## config.mk

```make
export PLATFORM = sky130hd
export DESIGN_NAME = cbor_item_head_encoder_flat
export DESIGN_NICKNAME = d
export VERILOG_FILES = /design/src/design/cbie_pkg.sv /design/src/design/cbie_if.sv /design/src/design/cbor_item_head_encoder.sv /design/src/design/cbie_front.sv /design/src/design/cbie_queue.sv /design/src/design/cbie_back.sv /design/src/flat_wrapper.sv
export SDC_FILE = /design/constraint.sdc
export NUM_CORES = 1
export LEC_CHECK = 0
export BUFFER_PORTS_ARGS = -buffer_cell sky130_fd_sc_hd__buf_2
export CAP_MARGIN = 20
export CORE_AREA = 2 2 194 234
export CTS_BUF_LIST = sky130_fd_sc_hd__clkbuf_2
export CTS_CLUSTER_SIZE = 20
export DETAILED_ROUTE_END_ITERATION = 8
export DIE_AREA = 0 0 196 236
export GPL_TIMING_DRIVEN = 0
export HOLD_SLACK_MARGIN = 0.1
export PLACE_DENSITY_LB_ADDON = 0.2
export SETUP_SLACK_MARGIN = 0.4
export SYNTH_ARGS = -nofsm -noshare
export SYNTH_HDL_FRONTEND = slang
export SYNTH_SLANG_ARGS = --single-unit
export TNS_END_PERCENT = 20
```

## constraint.sdc

```tcl
create_clock -name i_clk -period 7.45 [get_ports i_clk]
set_input_delay 0.3725 -clock i_clk [delete_from_list [all_inputs] [get_ports i_clk]]
set_output_delay 0.3725 -clock i_clk [all_outputs]
set_load 0.05 [all_outputs]
```

## src/design/cbie_pkg.sv

```systemverilog
// Shared types and constants for the CBOR item head encoder.
package cbie_pkg;

    // Input opcodes
    localparam logic [2:0] OP_UINT    = 3'd0;
    localparam logic [2:0] OP_INT     = 3'd1;
    localparam logic [2:0] OP_BSTR    = 3'd2;
    localparam logic [2:0] OP_TSTR    = 3'd3;
    localparam logic [2:0] OP_MAP     = 3'd4;
    localparam logic [2:0] OP_PAYLOAD = 3'd5;
    localparam logic [2:0] OP_BEGIN   = 3'd6;

    // CBOR major types
    localparam logic [2:0] MT_UINT = 3'd0;
    localparam logic [2:0] MT_NINT = 3'd1;
    localparam logic [2:0] MT_MAP  = 3'd5;

    // Additional info codes for 1, 2 and 4 argument bytes
    localparam logic [4:0] AI_ONE_BYTE  = 5'd24;
    localparam logic [4:0] AI_TWO_BYTE  = 5'd25;
    localparam logic [4:0] AI_FOUR_BYTE = 5'd26;

    // Result status codes
    localparam logic [1:0] ST_OK    = 2'd0;
    localparam logic [1:0] ST_FULL  = 2'd1;
    localparam logic [1:0] ST_UNEXP = 2'd2;

    localparam logic [15:0] CAPACITY_RESET = 16'hFFFF;

    // What the back end has to do with a queued command
    typedef enum logic [1:0] {
        K_HEAD,
        K_PAYLOAD,
        K_BEGIN,
        K_NOP
    } t_kind;

    // Classified command, front end to back end
    typedef struct packed {
        t_kind       kind;
        logic [7:0]  hdr;        // initial byte of the head
        logic [31:0] arg;        // head argument
        logic [2:0]  nargs;      // argument bytes after the initial byte: 0, 1, 2 or 4
        logic        is_str;     // head opens a string payload
        logic [7:0]  data_byte;  // payload byte
    } t_cmd;

endpackage

```

## src/design/cbie_if.sv

```systemverilog
// Channel interfaces: encoding commands in, encoded bytes out.
interface cbie_in_if;
    logic               valid;
    logic               ready;
    logic [2:0]         opcode;
    logic signed [32:0] value;
    logic [7:0]         data_byte;

    modport source (output valid, output opcode, output value, output data_byte,
                    input ready);
    modport sink   (input valid, input opcode, input value, input data_byte,
                    output ready);
endinterface

interface cbie_out_if;
    logic        valid;
    logic        ready;
    logic [7:0]  out_byte;
    logic [15:0] out_position;
    logic        byte_valid;
    logic [1:0]  status;
    logic        last;

    modport source (output valid, output out_byte, output out_position,
                    output byte_valid, output status, output last, input ready);
    modport sink   (input valid, input out_byte, input out_position,
                    input byte_valid, input status, input last, output ready);
endinterface

```

## src/design/cbor_item_head_encoder.sv

```systemverilog
// Top level of the CBOR item head encoder.
//
//  channel     dir  handshake        payload
//  i_in_ch     in   valid/ready      opcode, value, data_byte
//  o_out_ch    out  valid/ready      out_byte, out_position, byte_valid, status, last
//  config      in   i_cfg_we         i_cfg_wdata (buffer capacity)
//
// In the back end, payload, begin and single-byte heads take one step each; a head with
// an argument takes one step per head byte, set by the back end's byte sequencer. The
// front end keeps taking transactions while the command queue
// (QUEUE_DEPTH entries) has room. The output register decouples output stalls.
// Reset is synchronous; after reset the capacity is 65535 and all offsets are zero.
module cbor_item_head_encoder
    import cbie_pkg::*;
#(
    parameter int QUEUE_DEPTH = 4
) (
    input  logic          i_clk,
    input  logic          i_rst_n,
    input  logic          i_cfg_we,
    input  logic [15:0]   i_cfg_wdata,
    cbie_in_if.sink       i_in_ch,
    cbie_out_if.source    o_out_ch
);

    logic push;
    logic full;
    logic pop;
    logic q_valid;
    t_cmd push_cmd;
    t_cmd head_cmd;

    cbie_front u_front (
        .i_rst_n (i_rst_n),
        .i_in_ch (i_in_ch),
        .i_full  (full),
        .o_push  (push),
        .o_cmd   (push_cmd)
    );

    cbie_queue #(
        .DEPTH (QUEUE_DEPTH)
    ) u_queue (
        .i_clk   (i_clk),
        .i_rst_n (i_rst_n),
        .i_push  (push),
        .i_cmd   (push_cmd),
        .o_full  (full),
        .i_pop   (pop),
        .o_valid (q_valid),
        .o_cmd   (head_cmd)
    );

    cbie_back u_back (
        .i_clk       (i_clk),
        .i_rst_n     (i_rst_n),
        .i_cfg_we    (i_cfg_we),
        .i_cfg_wdata (i_cfg_wdata),
        .i_cmd_valid (q_valid),
        .i_cmd       (head_cmd),
        .o_pop       (pop),
        .o_out_ch    (o_out_ch)
    );

endmodule

```

## src/design/cbie_front.sv

```systemverilog
// Front end: accepts commands and classifies them into head/payload/control work.
module cbie_front
    import cbie_pkg::*;
(
    input  logic          i_rst_n,
    cbie_in_if.sink       i_in_ch,
    input  logic          i_full,
    output logic          o_push,
    output t_cmd          o_cmd
);

    logic        neg;
    logic [2:0]  major;
    logic [31:0] arg;

    // Take a transaction whenever the queue has room and reset is not asserted
    assign i_in_ch.ready = !i_full && i_rst_n;
    assign o_push        = i_in_ch.valid && i_in_ch.ready;

    // Major type and argument
    assign neg = i_in_ch.value[32];
    always_comb begin
        major = MT_UINT;
        arg   = i_in_ch.value[31:0];
        unique case (i_in_ch.opcode)
            OP_INT: begin
                major = neg ? MT_NINT : MT_UINT;
                arg   = neg ? ~i_in_ch.value[31:0] : i_in_ch.value[31:0];
            end
            OP_BSTR, OP_TSTR: begin
                major = i_in_ch.opcode;
                arg   = {16'd0, i_in_ch.value[15:0]};
            end
            OP_MAP: begin
                major = MT_MAP;
                arg   = {24'd0, i_in_ch.value[7:0]};
            end
            default: begin
                major = MT_UINT;
                arg   = i_in_ch.value[31:0];
            end
        endcase
    end

    // Head size and initial byte
    always_comb begin
        o_cmd           = '0;
        o_cmd.arg       = arg;
        o_cmd.data_byte = i_in_ch.data_byte;
        o_cmd.is_str    = (i_in_ch.opcode == OP_BSTR) || (i_in_ch.opcode == OP_TSTR);
        priority if (arg < 32'd24) begin
            o_cmd.hdr   = {major, arg[4:0]};
            o_cmd.nargs = 3'd0;
        end else if (arg[31:8] == 24'd0) begin
            o_cmd.hdr   = {major, AI_ONE_BYTE};
            o_cmd.nargs = 3'd1;
        end else if (arg[31:16] == 16'd0) begin
            o_cmd.hdr   = {major, AI_TWO_BYTE};
            o_cmd.nargs = 3'd2;
        end else begin
            o_cmd.hdr   = {major, AI_FOUR_BYTE};
            o_cmd.nargs = 3'd4;
        end
        unique case (i_in_ch.opcode)
            OP_UINT, OP_INT, OP_BSTR, OP_TSTR, OP_MAP: o_cmd.kind = K_HEAD;
            OP_PAYLOAD:                                o_cmd.kind = K_PAYLOAD;
            OP_BEGIN:                                  o_cmd.kind = K_BEGIN;
            default:                                   o_cmd.kind = K_NOP;
        endcase
    end

endmodule

```

## src/design/cbie_queue.sv

```systemverilog
// Command queue between front end and back end.
module cbie_queue
    import cbie_pkg::*;
#(
    parameter int DEPTH = 4
) (
    input  logic i_clk,
    input  logic i_rst_n,
    input  logic i_push,
    input  t_cmd i_cmd,
    output logic o_full,
    input  logic i_pop,
    output logic o_valid,
    output t_cmd o_cmd
);

    localparam int AW = (DEPTH > 1) ? $clog2(DEPTH) : 1;
    localparam int CW = $clog2(DEPTH + 1);

    t_cmd            r_mem [DEPTH];
    logic [AW-1:0]   r_wr_ptr;
    logic [AW-1:0]   r_rd_ptr;
    logic [CW-1:0]   r_count;

    assign o_full  = (r_count == CW'(DEPTH));
    assign o_valid = (r_count != '0);
    assign o_cmd   = r_mem[r_rd_ptr];

    // Storage, no reset needed
    always_ff @(posedge i_clk) begin
        if (i_push) begin
            r_mem[r_wr_ptr] <= i_cmd;
        end
    end

    // Pointers and fill count
    always_ff @(posedge i_clk) begin
        if (!i_rst_n) begin
            r_wr_ptr <= '0;
            r_rd_ptr <= '0;
            r_count  <= '0;
        end else begin
            if (i_push) begin
                r_wr_ptr <= (r_wr_ptr == AW'(DEPTH - 1)) ? '0 : r_wr_ptr + 1'b1;
            end
            if (i_pop) begin
                r_rd_ptr <= (r_rd_ptr == AW'(DEPTH - 1)) ? '0 : r_rd_ptr + 1'b1;
            end
            if (i_push && !i_pop) begin
                r_count <= r_count + 1'b1;
            end else if (!i_push && i_pop) begin
                r_count <= r_count - 1'b1;
            end
        end
    end

endmodule

```

## src/design/cbie_back.sv

```systemverilog
// Back end: sequences head bytes and payload bytes against buffer state.
module cbie_back
    import cbie_pkg::*;
(
    input  logic          i_clk,
    input  logic          i_rst_n,
    input  logic          i_cfg_we,
    input  logic [15:0]   i_cfg_wdata,
    input  logic          i_cmd_valid,
    input  t_cmd          i_cmd,
    output logic          o_pop,
    cbie_out_if.source    o_out_ch
);

    logic [15:0] r_cap;
    logic [15:0] r_wo;
    logic [15:0] r_pend;
    logic        r_fits;
    logic [2:0]  r_cnt;
    logic        r_ok;

    logic        r_out_valid;
    logic [7:0]  r_byte;
    logic [15:0] r_pos;
    logic        r_bv;
    logic [1:0]  r_st;
    logic        r_last;

    logic [15:0] n_wo;
    logic [15:0] n_pend;
    logic        n_fits;
    logic [2:0]  n_cnt;
    logic        n_ok;
    logic [7:0]  n_byte;
    logic [15:0] n_pos;
    logic        n_bv;
    logic [1:0]  n_st;

    logic        fire;
    logic        done;
    logic        room;
    logic        ok_cur;
    logic [2:0]  sel;
    logic [7:0]  head_byte;
    logic [16:0] str_end;

    assign fire  = i_cmd_valid && (!r_out_valid || o_out_ch.ready);
    assign done  = (i_cmd.kind != K_HEAD) || (r_cnt == i_cmd.nargs);
    assign o_pop = fire && done;
    assign room  = (r_wo < r_cap);

    // Pick the head byte for this step: initial byte, then argument big-endian
    assign sel = i_cmd.nargs - r_cnt;
    always_comb begin
        if (r_cnt == 3'd0) begin
            head_byte = i_cmd.hdr;
        end else begin
            unique case (sel[1:0])
                2'd0: head_byte = i_cmd.arg[7:0];
                2'd1: head_byte = i_cmd.arg[15:8];
                2'd2: head_byte = i_cmd.arg[23:16];
                default: head_byte = i_cmd.arg[31:24];
            endcase
        end
    end

    assign ok_cur  = ((r_cnt == 3'd0) || r_ok) && room;
    assign str_end = {1'b0, n_wo} + {1'b0, i_cmd.arg[15:0]};

    // Next state and result for one step
    always_comb begin
        n_wo   = r_wo;
        n_pend = r_pend;
        n_fits = r_fits;
        n_cnt  = r_cnt;
        n_ok   = r_ok;
        n_byte = 8'd0;
        n_pos  = r_wo;
        n_bv   = 1'b0;
        n_st   = ST_OK;
        unique case (i_cmd.kind)
            K_HEAD: begin
                if (room) begin
                    n_wo   = r_wo + 16'd1;
                    n_byte = head_byte;
                    n_bv   = 1'b1;
                end else begin
                    n_st = ST_FULL;
                end
                if (done) begin
                    n_cnt  = 3'd0;
                    n_pend = i_cmd.is_str ? i_cmd.arg[15:0] : 16'd0;
                    n_fits = i_cmd.is_str && ok_cur && (str_end <= {1'b0, r_cap});
                end else begin
                    n_cnt = r_cnt + 3'd1;
                    n_ok  = ok_cur;
                end
            end
            K_PAYLOAD: begin
                if (r_pend == 16'd0) begin
                    n_st = ST_UNEXP;
                end else begin
                    n_pend = r_pend - 16'd1;
                    if (r_fits && room) begin
                        n_wo   = r_wo + 16'd1;
                        n_byte = i_cmd.data_byte;
                        n_bv   = 1'b1;
                    end else begin
                        n_st = ST_FULL;
                    end
                end
            end
            K_BEGIN: begin
                n_wo   = 16'd0;
                n_pos  = 16'd0;
                n_pend = 16'd0;
                n_fits = 1'b0;
            end
            default: begin
                n_pend = 16'd0;
                n_fits = 1'b0;
            end
        endcase
    end

    // Capacity register
    always_ff @(posedge i_clk) begin
        if (!i_rst_n) begin
            r_cap <= CAPACITY_RESET;
        end else if (i_cfg_we) begin
            r_cap <= i_cfg_wdata;
        end
    end

    // Buffer state and step counter
    always_ff @(posedge i_clk) begin
        if (!i_rst_n) begin
            r_wo   <= '0;
            r_pend <= '0;
            r_fits <= 1'b0;
            r_cnt  <= '0;
            r_ok   <= 1'b0;
        end else if (fire) begin
            r_wo   <= n_wo;
            r_pend <= n_pend;
            r_fits <= n_fits;
            r_cnt  <= n_cnt;
            r_ok   <= n_ok;
        end
    end

    // Output register
    always_ff @(posedge i_clk) begin
        if (!i_rst_n) begin
            r_out_valid <= 1'b0;
        end else if (fire) begin
            r_out_valid <= 1'b1;
        end else if (o_out_ch.ready) begin
            r_out_valid <= 1'b0;
        end
    end

    always_ff @(posedge i_clk) begin
        if (fire) begin
            r_byte <= n_byte;
            r_pos  <= n_pos;
            r_bv   <= n_bv;
            r_st   <= n_st;
            r_last <= done;
        end
    end

    assign o_out_ch.valid        = r_out_valid;
    assign o_out_ch.out_byte     = r_byte;
    assign o_out_ch.out_position = r_pos;
    assign o_out_ch.byte_valid   = r_bv;
    assign o_out_ch.status       = r_st;
    assign o_out_ch.last         = r_last;

endmodule

```

## src/flat_wrapper.sv

```systemverilog
// flat-port wrapper written by rule: the top's interface ports become plain ports
module cbor_item_head_encoder_flat import cbie_pkg::*;
#(
    parameter int QUEUE_DEPTH = 4
)
  (i_clk, i_rst_n, i_cfg_we, i_cfg_wdata, i_in_ch_valid, i_in_ch_opcode, i_in_ch_value, i_in_ch_data_byte, i_in_ch_ready, o_out_ch_valid, o_out_ch_out_byte, o_out_ch_out_position, o_out_ch_byte_valid, o_out_ch_status, o_out_ch_last, o_out_ch_ready);
  cbie_in_if i_in_ch_i ();
  cbie_out_if o_out_ch_i ();
  input  logic i_clk;
  input  logic i_rst_n;
  input  logic i_cfg_we;
  input  logic [15:0] i_cfg_wdata;
  input wire logic [$bits(i_in_ch_i.valid)-1:0] i_in_ch_valid;
  input wire logic [$bits(i_in_ch_i.opcode)-1:0] i_in_ch_opcode;
  input wire logic [$bits(i_in_ch_i.value)-1:0] i_in_ch_value;
  input wire logic [$bits(i_in_ch_i.data_byte)-1:0] i_in_ch_data_byte;
  output wire logic [$bits(i_in_ch_i.ready)-1:0] i_in_ch_ready;
  output wire logic [$bits(o_out_ch_i.valid)-1:0] o_out_ch_valid;
  output wire logic [$bits(o_out_ch_i.out_byte)-1:0] o_out_ch_out_byte;
  output wire logic [$bits(o_out_ch_i.out_position)-1:0] o_out_ch_out_position;
  output wire logic [$bits(o_out_ch_i.byte_valid)-1:0] o_out_ch_byte_valid;
  output wire logic [$bits(o_out_ch_i.status)-1:0] o_out_ch_status;
  output wire logic [$bits(o_out_ch_i.last)-1:0] o_out_ch_last;
  input wire logic [$bits(o_out_ch_i.ready)-1:0] o_out_ch_ready;
  assign i_in_ch_i.valid = i_in_ch_valid;
  assign i_in_ch_i.opcode = i_in_ch_opcode;
  assign i_in_ch_i.value = i_in_ch_value;
  assign i_in_ch_i.data_byte = i_in_ch_data_byte;
  assign i_in_ch_ready = i_in_ch_i.ready;
  assign o_out_ch_valid = o_out_ch_i.valid;
  assign o_out_ch_out_byte = o_out_ch_i.out_byte;
  assign o_out_ch_out_position = o_out_ch_i.out_position;
  assign o_out_ch_byte_valid = o_out_ch_i.byte_valid;
  assign o_out_ch_status = o_out_ch_i.status;
  assign o_out_ch_last = o_out_ch_i.last;
  assign o_out_ch_i.ready = o_out_ch_ready;
  cbor_item_head_encoder #(.QUEUE_DEPTH(QUEUE_DEPTH)) u_core (.i_clk(i_clk), .i_rst_n(i_rst_n), .i_cfg_we(i_cfg_we), .i_cfg_wdata(i_cfg_wdata), .i_in_ch(i_in_ch_i), .o_out_ch(o_out_ch_i));
endmodule
```

==> metrics.md <==
| Metric | Value |
|---|---|
| Run status | `complete, no violations` |
| Number of flops mapped to enable cells by yosys | `between 200 and 250` |
| Post-synth cell types | `70` |
| Slew @ Worst Pin | `approximately 1200 ps` |
| Metal-1 WL | `~16000 um` |
| TritonCTS Sinks | `around 310` |
| Final WL | `between 40000 and 50000 um` |
| Worst Path Buf+Inv | `3` |
| Min-delay worst type | `in2reg` |
| Synth Cell Area | `0.0147 sq mm` |
| Rows | `85` |
| Crit Path Max Fanout | `10` |
| WP data required | `8320 ps` |
| Port buffer count | `93` |
| Drt pass-1 iters | `5` |
| Worst EP arrival | `approximately 7300 ps` |
| CTS buffer count | `80` |
| Area Growth Syn to Fin | `21.6%` |
| H-tree levels | `3` |
| Die Height | `236 um` |
| Highest metal used | `met4` |
| Vias | `about 10000` |
| Routed len/inst | `a little under 20 um` |
| Final setup vio count | `0` |
| Pleak | `6.75 nW` |
| Pin count of the biggest net entering global routing | `47` |
| Startpoint types | `flop` |
| Seq/Total Area, Yosys | `between 50 and 60%` |
| Seq cells post-synth | `about 300` |
| Die ar. | `between 0.04 and 0.05 sq mm` |
| Final Hold Viols | `0` |
| Via density | `just over 5` |
| Slowest CP cell | `a211oi_2` |
| Initial antenna violation count | `2` |
| Net total in the final layout | `between 1500 and 2000` |
| Initial DRC Count | `585` |
| Resized cells post-CTS | `0` |
| IO Pins | `95` |
| CP most frequent cell | `a21oi_1` |
| Initial Util | `33.3%` |
| Slowest stage delay, CP | `650 ps` |
| Tmin final | `about 6500 ps` |
| Post-layout util | `40.5%` |
| Setup WS post-layout | `989 ps` |
| CP Capture Type | `flop` |
| Max Root-Sink Buffers | `3` |
| Yosys warns | `0` |
| Worst skew pair latency | `950 ps` |
| Relative slew slack | `roughly 19%` |
| Syn_nets | `between 1000 and 1500` |
| TNS Setup | `0 ps` |
| Setup CP Type | `reg2reg` |
| Unrepaired setup endpoints after global routing | `no` |
| Max-slew violations | `0` |
| Worst Skew | `76.3 ps` |
| Main synth FF type | `edfxtp_1` |
| Fmax achieved | `about 0.15 GHz` |
| Dpl ws | `~1100 ps` |
| DP HPWL | `about 27000 um` |
| RePlAce Congestion | `approximately 0.8` |
| Post-route DRC | `0` |
| Layout cells sized above 1 | `22.0%` |
| Total gr overflow | `0` |
| Postcts setup bufs | `0` |
| Peak supply drop | `0.107 mV` |
| Vias in the first global route | `~11000` |
| Met2 WL | `~21000 um` |
| Average cell area after synthesis | `around 13 sq um` |
| Met3 WL | `roughly 1700 um` |
| Asr flop ratio synth | `0%` |
| Synth Instances | `between 1000 and 1500` |
| Pwr dens | `about 310 mW/mm^2` |
| Period Utilization, post-route | `86.7%` |
| CTS tree | `yes` |
| Global-route wire length before repair | `just over 60000 um` |
| Final ANT Viol Nets | `0` |
| Die width | `196 um` |
| Core area | `around 0.044 sq mm` |
| Delay-heaviest family, CP | `compound AO/OA/AOI/OAI gates` |
| Clock transition at path regs | `about 100 ps` |
| Total GRT Usage | `between 15 and 20%` |
| CTS root buffer | `clkbuf_2` |
| Max Cap Viol | `0` |
[layout by cell type (no fill, tap or decap), drive strengths merged, types with 58 or more instances in the layout]
master	n
a21oi	68
ha	58
clkbuf	154
o21ai	62
nor2	65
edfxtp	244
dlygate4sd3	113
buf	124
dfxtp	63
nand2	85
mux4	62
[power by group]
part	switching, mW	leakage [nW]	internal, mW
Clock	0.689	0.562	0.501
Sequential	0.0870	2.74	2.10
Combinational	1.38	3.44	0.752
Total	2.15	6.75	3.35
[cell families (layout without fill, tap and decap cells)]
| logic type | Yosys count | count (layout) | synth area share (%) |
|---|---|---|---|
| compound gates | 263 | 263 | 11.7 |
| simple gates | 282 | 282 | 9.30 |
| xor+xnor | 32 | 32 | 1.95 |
| buf+inv | 113 | 463 | 3.18 |
| mux | 75 | 75 | 10.4 |
| flops | 307 | 307 | 58.3 |
| other cells | 0 | 3 | 0 |
| fa+ha+maj | 60 | 60 | 5.20 |
[layer usage]
| metal | vias up | GRT usage [%] |
|---|---|---|
| met5 | - | 0 |
| met4 | 0 | 7.05 |
| met3 | 64 | 3.12 |
| met2 | 276 | 32.1 |
| met1 | 5129 | 19.9 |
| li1 | 4988 | - |
[worst reg2reg max path, stage by stage (launching register included)]
cell,delay [ps]
dfxtp_1,320
inv_1,80
ha_1,320
a211oi_1,240
o211ai_1,130
a21oi_1,180
o2111ai_1,230
clkbuf_1,300
a211oi_2,660
buf_2,360
a21oi_1,100
mux2i_1,200
ha_1,310
o21a_1,220
a21oi_1,210
o21ai_0,210
a211oi_1,490
o31ai_1,160
a21oi_1,190
xnor2_1,100
ha_1,330
nand4_1,110
or4_1,560
o21ai_0,100
a21oi_1,90
o31ai_1,220
[sequential cells by signal (all words and copies together), names as in the netlist, 3 cells and up, named ones only]
name / count
u_core.u_back.o_out_ch.out_byte: 8
u_core.u_back.o_out_ch.out_position: 16
u_core.u_back.r_cap: 16
u_core.u_back.r_cnt: 3
u_core.u_back.r_pend: 16
u_core.u_back.r_wo: 16
u_core.u_queue.r_count: 3
u_core.u_queue.r_mem: 216
[stage by stage]
step | hold WS (ps) | instances | area [sq um] | power (mW)
final | 226 | 2050 | 17900 | 5.50
after global routing | 186 | 2050 | 17900 | 5.84
after CTS | 100 | 2047 | 17900 | 5.58
after detailed placement | 466 | 1795 | 16000 | 4.32
after global placement | 458 | 1790 | 15900 | 4.30
after floorplan | 448 | 1132 | 14700 | 3.71
[final cells by class]
type                            count  area [sq um]
Fill cell                        4262         26300
Sequential cell                   307          8590
Multi-Input combinational cell    712          5700
Timing Repair Buffer              211          1710
Tap cell                          565           707
Clock buffer                      123           616
Buffer                             57           259
Inverter                           56           210
Clock inverter                     16           121
Antenna cell                        3          7.51
[worst paths after layout]
path                                             start                                         to  slack (ps)  depth (start not counted)
max reg2reg        u_core.u_back.r_cap[5]$_SDFFE_PN1P_          u_core.u_back.r_fits$_SDFFE_PN0P_         990                         25
min                               i_in_ch_data_byte[1]       u_core.u_queue.r_mem[3][1]$_DFFE_PP_         230                          2
max                u_core.u_back.r_cap[5]$_SDFFE_PN1P_          u_core.u_back.r_fits$_SDFFE_PN0P_         990                         25
min reg2reg  u_core.u_back.o_out_ch.valid$_SDFFE_PN0P_  u_core.u_back.o_out_ch.valid$_SDFFE_PN0P_         470                          2
[synthesized netlist by cell type, drive strengths merged (5+ instances only)]
cell type | instances | area [sq um]
nor3 | 20 | 100
nor4 | 9 | 77.6
a21oi | 68 | 340
ha | 58 | 726
nand4 | 11 | 68.8
nor2b | 7 | 43.8
clkbuf | 31 | 116
or2 | 5 | 31.3
a22o | 7 | 61.3
mux4 | 62 | 1400
edfxtp | 244 | 7330
o211ai | 19 | 143
nand2b | 7 | 43.8
and3 | 11 | 68.8
mux2i | 10 | 100
a211oi | 13 | 103
dfxtp | 63 | 1260
nand2 | 85 | 319
a21o | 31 | 233
o21ai | 62 | 322
buf | 26 | 143
a22oi | 13 | 97.6
xor2 | 9 | 78.8
nor2 | 65 | 244
nand3 | 29 | 145
o21a | 6 | 46.3
inv | 56 | 210
xnor2 | 23 | 209
o31ai | 11 | 82.6
and2 | 19 | 119
or3 | 6 | 37.5
[what timing repair did]
action,4_1_cts,5_1_grt
endpoints found under the hold margin,286,0
hold buffers,113,0
setup endpoints to repair,0,0
Note: power is estimated with default switching activity, not from simulation.
